==> src/hdl/mbad_pkg.sv <==
`default_nettype none
// ----------------------------------------------------------------------------
// mbad_pkg
// shared types and codes of the mirrored bus address decoder
// ----------------------------------------------------------------------------
package mbad_pkg;

  // transaction kinds
  localparam logic [1:0] KIND_REG    = 2'd0;
  localparam logic [1:0] KIND_UNREG  = 2'd1;
  localparam logic [1:0] KIND_SINGLE = 2'd2;
  localparam logic [1:0] KIND_PAIR   = 2'd3;

  // result status codes
  localparam logic [2:0] ST_OK       = 3'd0;
  localparam logic [2:0] ST_UNMAPPED = 3'd1;
  localparam logic [2:0] ST_FULL     = 3'd2;
  localparam logic [2:0] ST_OVERLAP  = 3'd3;
  localparam logic [2:0] ST_PAST_END = 3'd4;

  // bus geometry
  localparam logic [15:0] PAGE_MASK = 16'hFF00;
  localparam logic [16:0] BUS_SIZE  = 17'h10000;

  typedef struct packed {
    logic [1:0]  kind;
    logic [3:0]  device_id;
    logic [15:0] base_addr;
    logic [16:0] device_size;
    logic [7:0]  mirror_count;
    logic        relative_addressing;
    logic [15:0] bus_addr;
    logic        is_write;
    logic [7:0]  write_byte;
    logic        wrap_bug;
  } in_item_t;

  typedef struct packed {
    logic [2:0]  status;
    logic [3:0]  target_device;
    logic [15:0] device_addr;
    logic        access_write;
    logic [7:0]  data_out;
    logic        byte_select;
    logic        last;
  } out_item_t;

  // one window of the table, lim is the inclusive last address
  typedef struct packed {
    logic [15:0] base;
    logic [15:0] lim;
    logic [16:0] size;
    logic        rel;
    logic [3:0]  id;
  } win_entry_t;

  typedef struct packed {
    logic shift;
    logic take_head;
    logic take_new;
  } cell_ctl_t;

  typedef enum logic [2:0] {
    S_IDLE,
    S_CHECK,
    S_SCAN,
    S_POST,
    S_DIV,
    S_EMIT
  } state_t;

endpackage
`default_nettype wire

==> src/hdl/mbad_in_if.sv <==
`default_nettype none
// ----------------------------------------------------------------------------
// mbad_in_if
// request channel of the decoder: valid, ready and one request item
// ----------------------------------------------------------------------------
interface mbad_in_if;
  logic                valid;
  logic                ready;
  mbad_pkg::in_item_t  payload;

  modport source (output valid, output payload, input ready);
  modport sink   (input valid, input payload, output ready);
endinterface
`default_nettype wire

==> src/hdl/mbad_out_if.sv <==
`default_nettype none
// ----------------------------------------------------------------------------
// mbad_out_if
// result channel of the decoder: valid, ready and one result item
// ----------------------------------------------------------------------------
interface mbad_out_if;
  logic                valid;
  logic                ready;
  mbad_pkg::out_item_t payload;

  modport source (output valid, output payload, input ready);
  modport sink   (input valid, input payload, output ready);
endinterface
`default_nettype wire

==> src/hdl/mbad_cell.sv <==
`default_nettype none
// ----------------------------------------------------------------------------
// mbad_cell
// one window slot of the table row; loads a new window or shifts toward the head
// ----------------------------------------------------------------------------
module mbad_cell (
  input  wire logic                 clk,
  input  wire mbad_pkg::cell_ctl_t  ctl,
  input  wire mbad_pkg::win_entry_t neighbor,
  input  wire mbad_pkg::win_entry_t head,
  input  wire mbad_pkg::win_entry_t fresh,
  output mbad_pkg::win_entry_t      entry
);

  mbad_pkg::win_entry_t entry_r;

  always_ff @(posedge clk) begin
    if (ctl.take_new) begin
      entry_r <= fresh;
    end else if (ctl.shift) begin
      // tail of the live region takes the entry leaving the head
      entry_r <= ctl.take_head ? head : neighbor;
    end
  end

  assign entry = entry_r;

endmodule
`default_nettype wire

==> src/hdl/mbad_rem.sv <==
`default_nettype none
// ----------------------------------------------------------------------------
// mbad_rem
// restoring remainder unit, one dividend bit per cycle
// ----------------------------------------------------------------------------
module mbad_rem (
  input  wire logic        clk,
  input  wire logic        rst_n,
  input  wire logic        start,
  input  wire logic [15:0] dividend,
  input  wire logic [16:0] divisor,
  output logic             done,
  output logic [15:0]      rem
);

  logic        busy_r;
  logic        done_r;
  logic [3:0]  bits_r;
  logic [15:0] rem_r;
  logic [15:0] dvd_r;
  logic [16:0] trial;
  logic [16:0] diff;
  logic [15:0] rem_nxt;

  assign trial   = {rem_r, dvd_r[15]};
  assign diff    = trial - divisor;
  assign rem_nxt = (trial >= divisor) ? diff[15:0] : trial[15:0];

  always_ff @(posedge clk) begin
    if (!rst_n) begin
      busy_r <= 1'b0;
      done_r <= 1'b0;
    end else begin
      done_r <= 1'b0;
      if (start) begin
        busy_r <= 1'b1;
      end else if (busy_r && bits_r == 4'd0) begin
        busy_r <= 1'b0;
        done_r <= 1'b1;
      end
    end
  end

  always_ff @(posedge clk) begin
    if (start) begin
      rem_r  <= 16'd0;
      dvd_r  <= dividend;
      bits_r <= 4'd15;
    end else if (busy_r) begin
      rem_r  <= rem_nxt;
      dvd_r  <= {dvd_r[14:0], 1'b0};
      bits_r <= bits_r - 4'd1;
    end
  end

  assign done = done_r;
  assign rem  = rem_r;

endmodule
`default_nettype wire

==> src/hdl/mirrored_bus_address_decoder_unit.sv <==
`default_nettype none
// ----------------------------------------------------------------------------
// mirrored_bus_address_decoder_unit
// 16-bit bus decoder with a table of mirrored device windows
// ----------------------------------------------------------------------------
// Takes one transaction at a time. The window table is a row of cells that
// hold the live windows packed at the front; every lookup, overlap check and
// unregister rotates the live windows once through the head cell, one window
// per cycle. A hit in a relative window whose offset lies in a mirror copy
// also runs the bit-serial remainder unit. A two-byte access runs the lookup
// twice and gives two results, low byte first. A finished result sits in an
// output register, so the next transaction is taken while it waits. Register
// windows end inclusively at base + size*(mirror+1) - 1 and are refused when
// the table is full, when the size is zero or above the bus size, when they
// run past the top of the bus or when they share an address with any live
// window. Unregister drops every window of the device id.
// ----------------------------------------------------------------------------
module mirrored_bus_address_decoder_unit #(
  parameter int MAX_WINDOWS = 8
) (
  input  wire logic   clk,
  input  wire logic   rst_n,
  mbad_in_if.sink     in_ch,
  mbad_out_if.source  out_ch
);

  localparam int CW = $clog2(MAX_WINDOWS + 1);

  mbad_pkg::state_t     state_r, state_nxt;
  mbad_pkg::in_item_t   item_r;
  mbad_pkg::win_entry_t hit_r;
  mbad_pkg::out_item_t  res_r;
  mbad_pkg::out_item_t  out_r;
  mbad_pkg::out_item_t  res_post;
  logic                 out_valid_r;

  logic [25:0]   prod_r;      // size * (mirror + 1)
  logic [15:0]   lim_r;       // last address of the window being added
  logic [CW-1:0] cnt_r;       // live windows
  logic [CW-1:0] steps_r;     // rotation steps left
  logic [15:0]   qaddr_r;     // address being looked up
  logic          hi_phase_r;  // high byte of a two-byte access
  logic          found_r;
  logic          overlap_r;

  // table row
  mbad_pkg::win_entry_t cell_q [MAX_WINDOWS];
  mbad_pkg::cell_ctl_t  cell_ctl [MAX_WINDOWS];
  mbad_pkg::win_entry_t head;
  mbad_pkg::win_entry_t new_entry;

  logic          accept;
  logic          out_free;
  logic          out_load;
  logic          is_lookup;
  logic          scan_step;
  logic          head_hit;
  logic          head_ovl;
  logic          head_drop;
  logic [8:0]    mir_plus;
  logic [25:0]   reg_sum;
  logic [25:0]   lim_full;
  logic          size_bad;
  logic          past_end;
  logic          table_full;
  logic [15:0]   offset;
  logic          need_div;
  logic          append;
  logic          div_start;
  logic          rem_done;
  logic [15:0]   rem_q;
  logic [15:0]   hi_addr;
  logic [7:0]    lo_inc;

  // handshake
  assign accept       = in_ch.valid && in_ch.ready;
  assign out_free     = !out_valid_r || out_ch.ready;
  assign out_load     = (state_r == mbad_pkg::S_EMIT) && out_free;
  assign in_ch.ready  = (state_r == mbad_pkg::S_IDLE);
  assign out_ch.valid = out_valid_r;
  assign out_ch.payload = out_r;

  assign is_lookup = (item_r.kind == mbad_pkg::KIND_SINGLE) ||
                     (item_r.kind == mbad_pkg::KIND_PAIR);

  // window end arithmetic, product registered at accept
  assign mir_plus   = {1'b0, in_ch.payload.mirror_count} + 9'd1;
  assign reg_sum    = {10'd0, item_r.base_addr} + prod_r;
  assign lim_full   = reg_sum - 26'd1;
  assign size_bad   = (item_r.device_size == 17'd0) ||
                      (item_r.device_size > mbad_pkg::BUS_SIZE);
  assign past_end   = size_bad || (reg_sum > {9'd0, mbad_pkg::BUS_SIZE});
  assign table_full = (cnt_r >= CW'(MAX_WINDOWS));

  // head cell comparisons during a rotation
  assign head      = cell_q[0];
  assign scan_step = (state_r == mbad_pkg::S_SCAN) && (steps_r != '0);
  assign head_hit  = (head.base <= qaddr_r) && (qaddr_r <= head.lim);
  assign head_ovl  = (item_r.base_addr <= head.lim) && (head.base <= lim_r);
  assign head_drop = (item_r.kind == mbad_pkg::KIND_UNREG) &&
                     (head.id == item_r.device_id);

  // translation of a hit
  assign offset   = qaddr_r - hit_r.base;
  assign need_div = ({1'b0, offset} >= hit_r.size);

  // high byte address of a two-byte access
  assign lo_inc  = qaddr_r[7:0] + 8'd1;
  assign hi_addr = item_r.wrap_bug ? ((qaddr_r & mbad_pkg::PAGE_MASK) | {8'h00, lo_inc})
                                   : (qaddr_r + 16'd1);

  assign new_entry = '{base: item_r.base_addr, lim: lim_r, size: item_r.device_size,
                       rel: item_r.relative_addressing, id: item_r.device_id};

  assign append    = (state_r == mbad_pkg::S_POST) &&
                     (item_r.kind == mbad_pkg::KIND_REG) && !overlap_r;
  assign div_start = (state_r == mbad_pkg::S_POST) && is_lookup && found_r &&
                     hit_r.rel && need_div;

  // cell enables: rotate the live region, refill the tail from the head, append new windows
  for (genvar i = 0; i < MAX_WINDOWS; i++) begin : g_cell
    assign cell_ctl[i].shift     = scan_step;
    assign cell_ctl[i].take_head = scan_step && !head_drop &&
                                   (CW'(i) == cnt_r - CW'(1));
    assign cell_ctl[i].take_new  = append && (CW'(i) == cnt_r);

    if (i == MAX_WINDOWS - 1) begin : g_tail
      mbad_cell u_cell (
        .clk      (clk),
        .ctl      (cell_ctl[i]),
        .neighbor (cell_q[i]),
        .head     (head),
        .fresh    (new_entry),
        .entry    (cell_q[i])
      );
    end else begin : g_body
      mbad_cell u_cell (
        .clk      (clk),
        .ctl      (cell_ctl[i]),
        .neighbor (cell_q[i+1]),
        .head     (head),
        .fresh    (new_entry),
        .entry    (cell_q[i])
      );
    end
  end

  mbad_rem u_rem (
    .clk      (clk),
    .rst_n    (rst_n),
    .start    (div_start),
    .dividend (offset),
    .divisor  (hit_r.size),
    .done     (rem_done),
    .rem      (rem_q)
  );

  // next state
  always_comb begin
    state_nxt = state_r;
    case (state_r)
      mbad_pkg::S_IDLE: begin
        if (accept) begin
          state_nxt = (in_ch.payload.kind == mbad_pkg::KIND_REG) ? mbad_pkg::S_CHECK
                                                                 : mbad_pkg::S_SCAN;
        end
      end
      mbad_pkg::S_CHECK: begin
        state_nxt = (table_full || past_end) ? mbad_pkg::S_EMIT : mbad_pkg::S_SCAN;
      end
      mbad_pkg::S_SCAN: begin
        if (steps_r == '0) begin
          state_nxt = mbad_pkg::S_POST;
        end
      end
      mbad_pkg::S_POST: begin
        state_nxt = div_start ? mbad_pkg::S_DIV : mbad_pkg::S_EMIT;
      end
      mbad_pkg::S_DIV: begin
        if (rem_done) begin
          state_nxt = mbad_pkg::S_EMIT;
        end
      end
      mbad_pkg::S_EMIT: begin
        if (out_free) begin
          state_nxt = (item_r.kind == mbad_pkg::KIND_PAIR && !hi_phase_r) ? mbad_pkg::S_SCAN
                                                                          : mbad_pkg::S_IDLE;
        end
      end
      default: begin
        state_nxt = mbad_pkg::S_IDLE;
      end
    endcase
  end

  // result once the scan is over
  always_comb begin
    res_post = '0;
    res_post.last = 1'b1;
    case (item_r.kind)
      mbad_pkg::KIND_REG: begin
        res_post.status        = overlap_r ? mbad_pkg::ST_OVERLAP : mbad_pkg::ST_OK;
        res_post.target_device = item_r.device_id;
      end
      mbad_pkg::KIND_UNREG: begin
        res_post.status        = mbad_pkg::ST_OK;
        res_post.target_device = item_r.device_id;
      end
      mbad_pkg::KIND_SINGLE, mbad_pkg::KIND_PAIR: begin
        res_post.byte_select = hi_phase_r;
        res_post.last        = !(item_r.kind == mbad_pkg::KIND_PAIR && !hi_phase_r);
        if (found_r) begin
          res_post.status        = mbad_pkg::ST_OK;
          res_post.target_device = hit_r.id;
          res_post.device_addr   = hit_r.rel ? offset : qaddr_r;
          if (item_r.kind == mbad_pkg::KIND_SINGLE) begin
            res_post.access_write = item_r.is_write;
            res_post.data_out     = item_r.is_write ? item_r.write_byte : 8'h00;
          end
        end else begin
          res_post.status = mbad_pkg::ST_UNMAPPED;
        end
      end
      default: begin
        res_post.status = mbad_pkg::ST_OK;
      end
    endcase
  end

  // control registers
  always_ff @(posedge clk) begin
    if (!rst_n) begin
      state_r     <= mbad_pkg::S_IDLE;
      cnt_r       <= '0;
      out_valid_r <= 1'b0;
    end else begin
      state_r <= state_nxt;
      if (scan_step && head_drop) begin
        cnt_r <= cnt_r - CW'(1);
      end else if (append) begin
        cnt_r <= cnt_r + CW'(1);
      end
      if (out_load) begin
        out_valid_r <= 1'b1;
      end else if (out_ch.ready) begin
        out_valid_r <= 1'b0;
      end
    end
  end

  // payload and work registers
  always_ff @(posedge clk) begin
    if (accept) begin
      item_r     <= in_ch.payload;
      prod_r     <= 26'(in_ch.payload.device_size) * 26'(mir_plus);
      steps_r    <= cnt_r;
      qaddr_r    <= in_ch.payload.bus_addr;
      hi_phase_r <= 1'b0;
      found_r    <= 1'b0;
      overlap_r  <= 1'b0;
    end

    if (state_r == mbad_pkg::S_CHECK) begin
      lim_r <= lim_full[15:0];
      res_r <= '{status: table_full ? mbad_pkg::ST_FULL : mbad_pkg::ST_PAST_END,
                 target_device: item_r.device_id, device_addr: 16'd0,
                 access_write: 1'b0, data_out: 8'h00, byte_select: 1'b0,
                 last: 1'b1};
    end

    if (scan_step) begin
      steps_r <= steps_r - CW'(1);
      if (is_lookup && !found_r && head_hit) begin
        found_r <= 1'b1;
        hit_r   <= head;
      end
      if (item_r.kind == mbad_pkg::KIND_REG && head_ovl) begin
        overlap_r <= 1'b1;
      end
    end

    if (state_r == mbad_pkg::S_POST) begin
      res_r <= res_post;
    end

    if (state_r == mbad_pkg::S_DIV && rem_done) begin
      res_r.device_addr <= rem_q;
    end

    if (out_load) begin
      out_r <= res_r;
      if (item_r.kind == mbad_pkg::KIND_PAIR && !hi_phase_r) begin
        hi_phase_r <= 1'b1;
        qaddr_r    <= hi_addr;
        steps_r    <= cnt_r;
        found_r    <= 1'b0;
      end
    end
  end

`ifndef SYNTHESIS
  a_cnt_bound: assert property (@(posedge clk) disable iff (!rst_n)
    cnt_r <= CW'(MAX_WINDOWS))
    else $error("window count beyond table depth");

  a_steps_le_cnt: assert property (@(posedge clk) disable iff (!rst_n)
    (state_r == mbad_pkg::S_SCAN) |-> (steps_r <= cnt_r))
    else $error("rotation would visit slots outside the live region");

  a_unreg_shrinks: assert property (@(posedge clk) disable iff (!rst_n)
    (scan_step && item_r.kind == mbad_pkg::KIND_UNREG) |=> (cnt_r <= $past(cnt_r)))
    else $error("unregister grew the table");

  a_rem_range: assert property (@(posedge clk) disable iff (!rst_n)
    (state_r == mbad_pkg::S_DIV && rem_done) |-> ({1'b0, rem_q} < hit_r.size))
    else $error("mirrored offset not reduced below device size");

  a_first_of_pair: assert property (@(posedge clk) disable iff (!rst_n)
    (out_load && !res_r.last) |-> (item_r.kind == mbad_pkg::KIND_PAIR && !hi_phase_r))
    else $error("non-final result outside the low byte of a pair");
`endif

endmodule
`default_nettype wire

==> src/flat_wrapper.sv <==
// flat-port wrapper written by rule: the top's interface ports become plain ports
module mirrored_bus_address_decoder_unit_flat 
#(
  parameter int MAX_WINDOWS = 8
)
  (clk, rst_n, in_ch_valid, in_ch_payload, in_ch_ready, out_ch_valid, out_ch_payload, out_ch_ready);
  mbad_in_if in_ch_i ();
  mbad_out_if out_ch_i ();
  input  wire logic clk;
  input  wire logic rst_n;
  input wire logic [$bits(in_ch_i.valid)-1:0] in_ch_valid;
  input wire logic [$bits(in_ch_i.payload)-1:0] in_ch_payload;
  output wire logic [$bits(in_ch_i.ready)-1:0] in_ch_ready;
  output wire logic [$bits(out_ch_i.valid)-1:0] out_ch_valid;
  output wire logic [$bits(out_ch_i.payload)-1:0] out_ch_payload;
  input wire logic [$bits(out_ch_i.ready)-1:0] out_ch_ready;
  assign in_ch_i.valid = in_ch_valid;
  assign in_ch_i.payload = in_ch_payload;
  assign in_ch_ready = in_ch_i.ready;
  assign out_ch_valid = out_ch_i.valid;
  assign out_ch_payload = out_ch_i.payload;
  assign out_ch_i.ready = out_ch_ready;
  mirrored_bus_address_decoder_unit #(.MAX_WINDOWS(MAX_WINDOWS)) u_core (.clk(clk), .rst_n(rst_n), .in_ch(in_ch_i), .out_ch(out_ch_i));
endmodule
==> config.mk <==
export PLATFORM = sky130hd
export DESIGN_NAME = mirrored_bus_address_decoder_unit_flat
export DESIGN_NICKNAME = d
export VERILOG_FILES = /design/src/hdl/mbad_pkg.sv /design/src/hdl/mbad_in_if.sv /design/src/hdl/mbad_out_if.sv /design/src/hdl/mbad_cell.sv /design/src/hdl/mbad_rem.sv /design/src/hdl/mirrored_bus_address_decoder_unit.sv /design/src/flat_wrapper.sv
export SDC_FILE = /design/constraint.sdc
export NUM_CORES = 2
export LEC_CHECK = 0
export ABC_CLOCK_PERIOD_IN_PS = 7000
export BUFFER_PORTS_ARGS = -buffer_cell sky130_fd_sc_hd__buf_2
export CORE_AREA = 2 2 437 396
export CTS_CLUSTER_DIAMETER = 100
export DETAILED_ROUTE_END_ITERATION = 10
export DIE_AREA = 0 0 439 398
export PLACE_DENSITY = 0.41
export SLEW_MARGIN = 20
export SYNTH_ARGS = -nofsm -noshare
export SYNTH_HDL_FRONTEND = slang
export SYNTH_HIERARCHICAL = 1
export SYNTH_SLANG_ARGS = --single-unit
==> constraint.sdc <==
create_clock -name clk -period 7 [get_ports clk]
set_input_delay 1.4 -clock clk [delete_from_list [all_inputs] [get_ports clk]]
set_output_delay 1.4 -clock clk [all_outputs]
set_load 0.05 [all_outputs]
==> results.toml <==
[synthesis]
synthFlopType = "edfxtp_1"
syn_area_sq_mm = 0.0423
synth_compound_area_share_pct = 10.7
muxShareOfSynthArea_pct = 11.2
async_flop_share_pct = 0
synth_area_leaders = "edfxtp_1 46%, mux2i_1 11%, ha_1 5.5%"
ys_top_cells_by_count = "654 x edfxtp_1, 562 x nand2_1, 456 x mux2i_1"
syn_nets = 4184
synth_top_cell_by_area = "edfxtp_1"
synth_edf_count = 654
yosysMostFrequentCell = "edfxtp_1"
syn-instance-count = 3811
synthAdderAreaFrac_pct = 10.7
synth.ff_latch_count = 699
yosys_warnings = 6
synth_area_per_cell_sq_um = 11.1
synth_xor_area_share_pct = 1.92
synth_top_family_by_area = "simple AND/OR/NAND/NOR gates"
synth_top_area_share_pct = 46.4
seq_area_frac_synth_pct = 48.5
synthSimpleGateAreaFrac_pct = 11.5
ys_types = 91

[die]
fp.dieArea_sq_mm = 0.175
die_w_microns = 439
rows = 144
core_area_sq_mm = 0.170
num_io_pins = 114
start_util_pct = 24.9
die_h_microns = 398

[sta]
period_needed_ns = 6.43
fin_ws_ns = 0.570
slew_headroom_pct = 27.8
finalClockSkew_ns = 0.0393
setup_viol = 0
fmax_mhz = 156
worstMarginPinSlew_ns = 1.08
rsz0062_at_grt = "false"
report.final.slew_viol_count = 0
finalHoldViolations = 0
min_period_over_period_pct = 91.9
holdWs_ns = 0.417

[final_layout]
stdcell_count = 6238
drive_gt1_share_pct = 10.5
finish.instance_area_sq_mm = 0.0480
syn_to_final_growth_pct = 13.5
fin_nets = 4274

[clock_network]
cts_buffers = 90
post_cts_buffers = 0
hold_buffers = 0
cts_root_buf = "clkbuf_16"
clk_pin_slew_worst_paths_ns = 0.06
cts_buffer_depth = 3
cts.sinks = 699
insertion_delay_ns = 0.71
htree_levels = 3
cts_resized = 0
tritoncts = "yes"

[setup_path]
cp_max_fo = 11
cp-start-kind = "primary input"
r2r_slack_ns = 1.48
cp.required_ns = 7.44
crit_arrival_ns = 6.87
end_kind = "flip-flop"
path_class = "primary input to flip-flop"

[run]
drv_cap = 0

[global_routing]
grt_pass1_vias = 28300
grt_pass1_wl_microns = 190000
overflow = 0
track_usage_pct = 14.5
antenna_found_initial = 13
grt_max_degree = 85

[pwr]
total_leakage_power_nw = 16.3
finalPower_w = 0.0158
vdd_drop_max_v = 0.000188
power_density_mw_per_mm2 = 329

[placement]
place_inst = 6071
routabilityCongestion = 0.781
port_buffers = 113
dp_hpwl_microns = 85500
place_ws_ns = -0.142
place_area_sq_mm = 0.0451

[routing]
ant_nets = 0
avgViaCountPerCell = 4.55
drc = 0
first_pass_iters = 7
dr.first_iter.drc_count = 2046
wl_per_cell_microns = 20.5
vias = 28400
routed_wl_microns = 128000

[min_path]
hp-class = "flip-flop to flip-flop"

[run_status]
status = "completed"
metal layers:
layer | global-route usage, % | up-vias | share of wire (%) | wire, microns
met5 | 0 | - | 0.0055 | 7
met4 | 3.95 | 2 | 2.1 | 2720
met3 | 1.93 | 134 | 3.8 | 4810
met2 | 23.6 | 546 | 46 | 58500
met1 | 20.1 | 13900 | 48 | 61700
li1 | - | 13800 | - | -
metrics by stage:
| stage | util [%] | TNS (ns) |
|---|---|---|
| finish | 28.2 | 0 |
| global route | 28.2 | 0 |
| CTS | 28.2 | 0 |
| detailed placement | 26.5 | -0.203 |
| global placement | 26.5 | -0.174 |
| floorplan | - | 0 |
cells in the final DEF (no fill, tap or decap), types with 25 or more instances in the layout:
| master | instances |
|---|---|
| edfxtp_1 | 654 |
| nand2_1 | 562 |
| mux2i_1 | 456 |
| o21ai_1 | 379 |
| inv_1 | 253 |
| ha_1 | 186 |
| buf_2 | 113 |
| o21ai_0 | 110 |
| fa_1 | 109 |
| nor2b_1 | 101 |
| clkbuf_16 | 90 |
| nor2_1 | 87 |
| a21oi_1 | 83 |
| buf_4 | 68 |
| xnor2_1 | 61 |
| nand2b_1 | 53 |
| dfxtp_1 | 45 |
| nand3_1 | 39 |
| nor3_1 | 33 |
| xor2_1 | 32 |
| and2_1 | 32 |
| a21o_1 | 32 |
| o21a_1 | 25 |
path summary, 6_finish.rpt:
check / depth (start not counted) / startpoint / end
worst min-delay path: 0 / u_core/res_r[17] / u_core/out_ch.payload[17]
worst max register to register: 22 / u_core/qaddr_r[0] / u_core/u_rem/rem[15]
worst min register to register: 0 / u_core/res_r[17] / u_core/out_ch.payload[17]
worst max-delay path: 23 / in_ch_payload[27] / u_core/prod_r[22]
worst max-delay path, stage by stage:
cell and delay (ns):
buf_2 0.11, ha_1 0.21, nand3_1 0.09, nor2_1 0.08, xnor2_1 0.58, buf_4 0.32
nor2b_1 0.09, fa_1 0.56, fa_1 0.43, fa_1 0.49, inv_1 0.05, fa_1 0.48
inv_1 0.04, ha_1 0.32, and2_1 0.15, o21ai_0 0.14, o31ai_1 0.13, o211a_1 0.24
a2111oi_0 0.43, buf_4 0.20, o21bai_1 0.06, a21oi_1 0.18, xnor2_1 0.08
registers in the layout, indices dropped and copies added, names as in the netlist, 3 cells and up:
register,flops
u_core/steps_r,4
u_core/item_r,50
u_core/out_ch.payload,34
u_core/prod_r,26
u_core/hit_r,38
u_core/u_rem/bits_r,4
u_core/lim_r,16
u_core/u_rem/dvd_r,16
u_core/g_cell.g_tail.u_cell/entry,54
u_core/res_r,34
u_core/state_r,3
u_core/g_cell.g_body.u_cell/entry,378
u_core/qaddr_r,16
u_core/u_rem/rem,16
u_core/cnt_r,4
kinds of logic after synthesis:
logic type	Yosys count
multiplexers	472
buffers and inverters	442
AO/OA/AOI/OAI	772
flip-flops	699
adder cells (fa/ha/maj)	295
AND/OR/NAND/NOR	1038
XOR/XNOR	93
area by class of cell:
class | count | area (sq um)
fillers | 17700 | 122000
flip-flops and latches | 699 | 20500
multi-input cells | 2670 | 19600
well taps | 2263 | 2830
clock buffers | 105 | 2310
repair buffers | 186 | 1180
inverters | 254 | 956
clock inverters | 58 | 593
diodes | 3 | 7.51
report_power, final:
part	switching, W	internal, W
clock	0.00193	0.00273
sequential	0.000715	0.00544
combinational	0.00304	0.00195
total	0.00570	0.0101
Power figures use the tool's default switching activity.
